==> src/hw/rtl/mtd_pkg.sv <==
// ----------------------------------------------------------------------------
// mtd_pkg
// Shared types and constants for the morse timing decoder.
// ----------------------------------------------------------------------------
package mtd_pkg;

  localparam int DOT_BITS  = 5;
  localparam int INDEX_BITS = 7;
  localparam int CHAR_BITS = 7;

  localparam logic [DOT_BITS-1:0]   DOT_LENGTH_RESET = 5'd4;
  localparam logic [INDEX_BITS-1:0] INDEX_MAX        = 7'd127;
  localparam logic [CHAR_BITS-1:0]  SPACE_CHAR       = 7'h20;

  // code tree table, index 63 holds nul
  localparam logic [CHAR_BITS-1:0] CODE_TABLE [64] = '{
    7'h20, 7'h45, 7'h54, 7'h49, 7'h41, 7'h4E, 7'h4D, 7'h53,
    7'h55, 7'h52, 7'h57, 7'h44, 7'h4B, 7'h47, 7'h4F, 7'h48,
    7'h56, 7'h46, 7'h20, 7'h4C, 7'h40, 7'h50, 7'h4A, 7'h42,
    7'h58, 7'h43, 7'h59, 7'h5A, 7'h51, 7'h2D, 7'h2A, 7'h35,
    7'h34, 7'h2E, 7'h33, 7'h2C, 7'h3A, 7'h7C, 7'h32, 7'h21,
    7'h3F, 7'h2B, 7'h23, 7'h24, 7'h26, 7'h27, 7'h31, 7'h36,
    7'h3D, 7'h2F, 7'h28, 7'h29, 7'h3C, 7'h3E, 7'h5B, 7'h37,
    7'h5D, 7'h7B, 7'h7D, 7'h38, 7'h5F, 7'h39, 7'h30, 7'h00
  };

  typedef struct packed {
    logic valid;
    logic level;
  } stage_t;

endpackage

==> src/hw/rtl/mtd_if.sv <==
// ----------------------------------------------------------------------------
// mtd_if
// Handshake channels for light samples and decoded characters.
// ----------------------------------------------------------------------------
interface mtd_level_if;
  logic valid;
  logic ready;
  logic level;

  modport source (output valid, output level, input ready);
  modport sink (input valid, input level, output ready);
endinterface

interface mtd_char_if;
  logic       valid;
  logic       ready;
  logic [6:0] char_code;

  modport source (output valid, output char_code, input ready);
  modport sink (input valid, input char_code, output ready);
endinterface

==> src/hw/rtl/mtd_in_stage.sv <==
// ----------------------------------------------------------------------------
// mtd_in_stage
// Input register for one light sample beat.
// ----------------------------------------------------------------------------
module mtd_in_stage
  import mtd_pkg::*;
(
  input  logic   clk,
  input  logic   rst,
  input  logic   in_valid,
  input  logic   in_level,
  output logic   in_ready,
  input  logic   take,
  output stage_t stage
);

  assign in_ready = !stage.valid || take;

  always_ff @(posedge clk) begin
    if (rst) begin
      stage.valid <= 1'b0;
    end else if (in_ready) begin
      stage.valid <= in_valid;
    end
    if (in_ready && in_valid) begin
      stage.level <= in_level;
    end
  end

endmodule

==> src/hw/rtl/mtd_fsm.sv <==
// ----------------------------------------------------------------------------
// mtd_fsm
// Pulse timing state machine, code tree index and result register.
// ----------------------------------------------------------------------------
module mtd_fsm
  import mtd_pkg::*;
#(
  parameter int COUNT_BITS = 8
) (
  input  logic                 clk,
  input  logic                 rst,
  input  logic                 cfg_we,
  input  logic [DOT_BITS-1:0]  cfg_data,
  input  stage_t               stage,
  output logic                 take,
  output logic                 out_valid,
  output logic [CHAR_BITS-1:0] out_char,
  input  logic                 out_ready
);

  typedef enum logic [2:0] {
    IDLE,
    DOT,
    DASH,
    INTERSYMBOL,
    INTERCHAR
  } phase_t;

  localparam logic [COUNT_BITS-1:0] COUNT_MAX = {COUNT_BITS{1'b1}};

  phase_t                phase, phase_next;
  logic [COUNT_BITS-1:0] tick_count, count_mid, tick_count_next;
  logic [INDEX_BITS-1:0] code_index, code_index_next;
  logic [DOT_BITS-1:0]   dot_length;
  logic [COUNT_BITS-1:0] limit;
  logic                  over;
  logic                  emit;
  logic [CHAR_BITS-1:0]  char_next;
  logic [INDEX_BITS+1:0] grown;
  logic [1:0]            grow_add;

  assign take  = stage.valid && (!out_valid || out_ready);
  assign limit = COUNT_BITS'({dot_length, 1'b0});
  assign over  = tick_count > limit;
  assign grown = {1'b0, code_index, 1'b0} + {{INDEX_BITS{1'b0}}, grow_add};

  always_comb begin
    phase_next      = phase;
    count_mid       = tick_count;
    code_index_next = code_index;
    grow_add        = 2'd1;
    emit            = 1'b0;
    unique case (phase)
      IDLE: begin
        count_mid = '0;
        if (stage.level) begin
          phase_next      = DOT;
          code_index_next = '0;
        end
      end
      DOT: begin
        if (!stage.level) begin
          grow_add        = 2'd1;
          code_index_next = (grown > {2'b00, INDEX_MAX}) ? INDEX_MAX : grown[INDEX_BITS-1:0];
          count_mid       = '0;
          phase_next      = INTERSYMBOL;
        end else if (over) begin
          phase_next = DASH;
        end
      end
      DASH: begin
        grow_add = 2'd2;
        if (!stage.level) begin
          code_index_next = (grown > {2'b00, INDEX_MAX}) ? INDEX_MAX : grown[INDEX_BITS-1:0];
          count_mid       = '0;
          phase_next      = INTERSYMBOL;
        end
      end
      INTERSYMBOL: begin
        if (!stage.level) begin
          if (over) begin
            phase_next = INTERCHAR;
          end
        end else begin
          count_mid  = '0;
          phase_next = DOT;
        end
      end
      INTERCHAR: begin
        if (!stage.level) begin
          if (over) begin
            emit       = 1'b1;
            phase_next = IDLE;
          end
        end else begin
          code_index_next = '0;
          count_mid       = '0;
          phase_next      = DOT;
        end
      end
      default: begin
        phase_next = IDLE;
        count_mid  = '0;
      end
    endcase
    tick_count_next = (count_mid < COUNT_MAX) ? count_mid + 1'b1 : count_mid;
    char_next = code_index[INDEX_BITS-1] ? SPACE_CHAR
                                         : CODE_TABLE[code_index[INDEX_BITS-2:0]];
  end

  always_ff @(posedge clk) begin
    if (rst) begin
      phase      <= IDLE;
      tick_count <= '0;
      code_index <= '0;
      dot_length <= DOT_LENGTH_RESET;
      out_valid  <= 1'b0;
    end else begin
      if (cfg_we) begin
        dot_length <= cfg_data;
      end
      if (take) begin
        phase      <= phase_next;
        tick_count <= tick_count_next;
        code_index <= code_index_next;
      end
      if (take && emit) begin
        out_valid <= 1'b1;
      end else if (out_ready) begin
        out_valid <= 1'b0;
      end
    end
    if (take && emit) begin
      out_char <= char_next;
    end
  end

endmodule

==> src/hw/rtl/morse_timing_decoder.sv <==
// ----------------------------------------------------------------------------
// morse_timing_decoder
// Sorts sampled light pulses into dots and dashes and emits ASCII characters.
// Takes one level beat per clock cycle unless stalled; a beat moves from the
// input register through the timing state machine into the result register,
// where the character that the beat ends is captured. Throughput is set by
// the state update: one beat per cycle, held off only while an undelivered
// character blocks the result register. dot_length is written through
// cfg_we/cfg_data; the dash and gap threshold is twice it.
// ----------------------------------------------------------------------------
module morse_timing_decoder
  import mtd_pkg::*;
#(
  parameter int COUNT_BITS = 8
) (
  input  logic                clk,
  input  logic                rst,
  input  logic                cfg_we,
  input  logic [DOT_BITS-1:0] cfg_data,
  mtd_level_if.sink           samples,
  mtd_char_if.source          chars
);

  stage_t stage;
  logic   take;

  mtd_in_stage u_in_stage (
    .clk      (clk),
    .rst      (rst),
    .in_valid (samples.valid),
    .in_level (samples.level),
    .in_ready (samples.ready),
    .take     (take),
    .stage    (stage)
  );

  mtd_fsm #(
    .COUNT_BITS (COUNT_BITS)
  ) u_fsm (
    .clk       (clk),
    .rst       (rst),
    .cfg_we    (cfg_we),
    .cfg_data  (cfg_data),
    .stage     (stage),
    .take      (take),
    .out_valid (chars.valid),
    .out_char  (chars.char_code),
    .out_ready (chars.ready)
  );

endmodule

==> src/flat_wrapper.sv <==
// flat-port wrapper written by rule: the top's interface ports become plain ports
module morse_timing_decoder_flat import mtd_pkg::*;
#(
  parameter int COUNT_BITS = 8
)
  (clk, rst, cfg_we, cfg_data, samples_valid, samples_level, samples_ready, chars_valid, chars_char_code, chars_ready);
  mtd_level_if samples_i ();
  mtd_char_if chars_i ();
  input  logic clk;
  input  logic rst;
  input  logic cfg_we;
  input  logic [DOT_BITS-1:0] cfg_data;
  input wire logic [$bits(samples_i.valid)-1:0] samples_valid;
  input wire logic [$bits(samples_i.level)-1:0] samples_level;
  output wire logic [$bits(samples_i.ready)-1:0] samples_ready;
  output wire logic [$bits(chars_i.valid)-1:0] chars_valid;
  output wire logic [$bits(chars_i.char_code)-1:0] chars_char_code;
  input wire logic [$bits(chars_i.ready)-1:0] chars_ready;
  assign samples_i.valid = samples_valid;
  assign samples_i.level = samples_level;
  assign samples_ready = samples_i.ready;
  assign chars_valid = chars_i.valid;
  assign chars_char_code = chars_i.char_code;
  assign chars_i.ready = chars_ready;
  morse_timing_decoder #(.COUNT_BITS(COUNT_BITS)) u_core (.clk(clk), .rst(rst), .cfg_we(cfg_we), .cfg_data(cfg_data), .samples(samples_i), .chars(chars_i));
endmodule
==> config.mk <==
export PLATFORM = sky130hd
export DESIGN_NAME = morse_timing_decoder_flat
export DESIGN_NICKNAME = d
export VERILOG_FILES = /design/src/hw/rtl/mtd_pkg.sv /design/src/hw/rtl/mtd_if.sv /design/src/hw/rtl/mtd_in_stage.sv /design/src/hw/rtl/mtd_fsm.sv /design/src/hw/rtl/morse_timing_decoder.sv /design/src/flat_wrapper.sv
export SDC_FILE = /design/constraint.sdc
export NUM_CORES = 1
export LEC_CHECK = 0
export BUFFER_PORTS_ARGS = -buffer_cell sky130_fd_sc_hd__buf_2
export CAP_MARGIN = 25
export CORE_MARGIN = 3
export CORE_UTILIZATION = 55
export DETAILED_ROUTE_END_ITERATION = 7
export PLACE_DENSITY = 0.89
export SETUP_SLACK_MARGIN = 0.3
export SYNTH_ARGS = -nofsm -noshare
export SYNTH_HDL_FRONTEND = slang
export SYNTH_HIERARCHICAL = 1
export SYNTH_SLANG_ARGS = --single-unit
==> constraint.sdc <==
create_clock -name clk -period 2.22 [get_ports clk]
set_clock_uncertainty 0.05 [all_clocks]
set_input_delay 0.444 -clock clk [delete_from_list [all_inputs] [get_ports clk]]
set_output_delay 0.444 -clock clk [all_outputs]
set_load 0.005 [all_outputs]
==> summary.md <==
| Metric | Value |
|---|---|
| Outcome | finished with violations |
| Violated checks | DRC, setup timing |
| # rows | 24 |
| Register area share after synthesis | 0.282 |
| Post-synth top area share | 0.190 |
| Synth Warn # | 6 |
| DRC | 9 |
| Routed WL per cell | 23.7 µm |
| First-pass detailed-route iteration total | 8 |
| GP Congestion | between 0.9 and 1 |
| CTS buffer count | 5 |
| Hold buffers post-CTS | 0 |
| Vias | between 3000 and 4000 |
| Max H-tree Level | 2 |
| Initial core utilization | 0.588 |
| Register bit total from synthesis | 33 |
| Met3 WL | approximately 1300 µm |
| RSZ-0062 raised after global routing | yes |
| Required @ worst endpoint | ~2300 ps |
| Clock power frac | 0.303 |
| Slowest cell on crit path | edfxtp_1 |
| Reg2reg setup slack | -100 ps |
| Crit Path Max Fanout | 4 |
| Fmax | 431 MHz |
| Fin cells | ~430 |
| Syn_nets | about 360 |
| Flop pwr share | 0.415 |
| CP top delay family | simple AND/OR/NAND/NOR gates |
| Max Slew Vio Count | 0 |
| VDD IR max | approximately 0.21 mV |
| Netlist cell types | 64 |
| Clock sinks | 33 |
| Vias in the first global route | ~2500 |
| Pre-CTS setup slack | -107 ps |
| Via density | around 7.4 |
| Final worst path period share | 1.05 |
| Largest net degree at the start of global routing | 33 |
| Storage cell area | ~750 µm² |
| CTS tree | built |
| Total grt overflow | 0 |
| Max stage delay on crit path | ~450 ps |
| Post-DP HPWL | 4570 µm |
| Post-synth EDFFs | 8 |
| Layout cells sized above 1 | 0.325 |
| Syn-to-layout area delta | 28.1% |
| Area of the multi-input gates | 1950 µm² |
| Max-cap violation count | 0 |
| P_int | ~1.1 mW |
| Crit Path Class | reg2reg |
| Routed wl met2 | roughly 4500 µm |
| Tightest Hold Check Type | in2reg |
| Sw Share | 0.315 |
| Combinational share of power | 0.281 |
| Routed Antenna Nets | 0 |
| Initial antenna violation count | 3 |
| Slew @ Worst Pin | 955 ps |
| Mean Syn Cell Area | a little under 8 µm² |
| Highest routed metal layer | met5 |
| Nets | about 400 |
| Cell Area, Synth | 2630 µm² |
| P_sw | 505 µW |
| Sequence of cells on the critical path | xor2_2 > a22oi_2 > o21ai_4 > and2_4 > ha_4 > buf_4 > buf_6 > inv_1 > nand3_1 > a21oi_1 > nor3_1 |
| Total core area | approximately 4500 µm² |
| First-pass GRT wire length | ~11000 µm |
| Metal-1 WL | 3390 µm |
| Die Y | about 75 µm |
| DRT Wirelength | slightly above 10000 µm |
| Setup violations, final | 2 |
| PwrDens | 476 nW/µm² |
| Longest Clk Path Bufs | 2 |
| Leak | approximately 1.4 nW |
| Clk slew on worst S/H paths | 80 ps |
| Worst Path Buf+Inv | 3 |
| Clk Latency, worst-skew pair | between 200 and 300 ps |
| Setup TNS | -183 ps |
| Port Buffers | 19 |
| Most used DFF post-synth | dfxtp_1 |
| Slew HR | 0.358 |
| Critical path startpoint category | register |
| Synth area leaders | dfxtp_1 19%, edfxtp_1 9.1%, ha_1 8.6% |
| Fill count | around 250 |
| Largest area contributor in the synthesized netlist | dfxtp_1 |
| Die area | between 5000 and 6000 µm² |
| Worst Slack Setup Final | -102 ps |
| Util after Layout | 0.753 |
| Initial drt markers | roughly 920 |
| Post-synth ARST share | 0 |
| Dpl cells | a little over 400 |
| Root Driver | clkbuf_8 |
| Endpoints failing hold | 0 |
| Cell count after synthesis | approximately 330 |
| Tmin final | 2320 ps |
| Worst setup EP type | register |
| Die width | between 70 and 80 µm |
| Critical path arrival | 2410 ps |
| IO Pins | 20 |
| Overall routing resource usage | 0.255 |
-- through the flow --
stage / power, mW / cell area, µm² / hold slack (ps)
global placement: 0.947 / 2920 / 422
global route: 1.65 / 3370 / 270
finish: 1.60 / 3370 / 276
detailed placement: 0.963 / 2920 / 443
floorplan: 0.888 / 2700 / 409
CTS: 1.46 / 3110 / 277
-- cells in the final DEF (no fill, tap or decap), types with 3 or more instances in the layout --
master	synthesis	routed
nor2b_1	9	7
nand3_1	8	7
buf_6	2	5
xnor2_1	5	5
ha_4	0	6
inv_2	1	4
a21oi_1	28	24
edfxtp_1	8	8
buf_4	1	35
buf_2	10	19
nand2b_1	9	9
clkbuf_8	0	6
a21oi_2	1	5
nor2_1	30	25
nor3_1	17	14
o21ai_0	8	8
ha_1	18	11
dfxtp_2	0	3
nand2_1	30	28
inv_1	16	12
nor2_2	0	4
and3_1	4	4
a211oi_1	11	10
a31oi_1	8	7
a221o_1	3	3
mux2i_1	9	8
nand4_1	3	3
and2_4	1	3
a22o_1	7	7
nor4_2	1	3
dfxtp_1	25	20
-- Yosys cell counts, types with 2 or more instances --
cell	number
and3_1	4
or3_1	2
inv_1	16
clkbuf_1	10
buf_6	2
nor3_1	17
a221o_1	3
nor2_1	30
o21ai_1	2
nor4_1	4
nand2b_1	9
nor2b_1	9
o21a_1	2
a41oi_1	2
nand4_1	3
mux2i_1	9
nand2_1	30
xor2_1	2
a22o_1	7
nand3_1	8
xnor2_1	5
and2_1	3
buf_1	2
edfxtp_1	8
ha_1	18
a21o_1	2
o311ai_0	2
a211oi_1	11
o21ai_0	8
a21oi_1	28
a31oi_1	8
dfxtp_1	25
buf_2	10
-- worst paths after layout --
path	start	to	cells after the start
max	u_core/u_in_stage/stage[0]$_DFFE_PP_	u_core/u_fsm/tick_count[7]$_SDFFE_PP0P_	11
min	samples_level	u_core/u_in_stage/stage[0]$_DFFE_PP_	1
max reg2reg	u_core/u_in_stage/stage[0]$_DFFE_PP_	u_core/u_fsm/tick_count[7]$_SDFFE_PP0P_	11
min reg2reg	u_core/u_fsm/dot_length[3]$_SDFFE_PP0P_	u_core/u_fsm/dot_length[3]$_SDFFE_PP0P_	2
-- repair_timing --
item	4_1_cts	5_1_grt
buffers inserted	7	9
pin swaps	13	14
setup endpoints to repair	26	33
gates resized for setup	12	38
-- power groups by stage --
| stage | sequential [mW] | clock [mW] | combinational, mW |
|---|---|---|---|
| after floorplan | 0.659 | 0 | 0.229 |
| after global placement | 0.665 | 0 | 0.282 |
| after detailed placement | 0.668 | 0 | 0.296 |
| after CTS | 0.657 | 0.468 | 0.337 |
| after global routing | 0.667 | 0.507 | 0.477 |
| final | 0.666 | 0.486 | 0.451 |
-- cells by family after synthesis --
| group | after synthesis | synth area share |
|---|---|---|
| buffers and inverters | 43 | 0.0733 |
| AOI/OAI and AO/OA | 93 | 0.245 |
| adders and majority gates | 18 | 0.0857 |
| muxes | 11 | 0.0471 |
| and+or+nand+nor | 127 | 0.244 |
| xor gates and xnor gates | 7 | 0.0233 |
| DFF | 33 | 0.282 |
-- sequential cells by signal, summed over array words and instances (netlist names) --
name,count
u_core/u_fsm/code_index,7
u_core/u_fsm/tick_count,8
u_core/u_fsm/out_valid,1
u_core/u_fsm/phase,3
u_core/u_fsm/out_char,7
u_core/u_in_stage/stage,2
u_core/u_fsm/dot_length,5
-- layout make-up --
cell class | instances | area share
multi-input combinational | 256 | 0.579
sequential | 33 | 0.223
timing repair buffer | 60 | 0.129
clock buffer | 8 | 0.0267
inverter | 18 | 0.0212
tap | 52 | 0.0193
antenna | 2 | 0.00149
-- layer usage --
layer / GRT usage / vias up
li1: - / 1283
met1: 0.310 / 1394
met2: 0.427 / 361
met3: 0.0587 / 134
met4: 0.118 / 2
met5: 0 / -
Note: power is estimated with default switching activity, not from simulation.
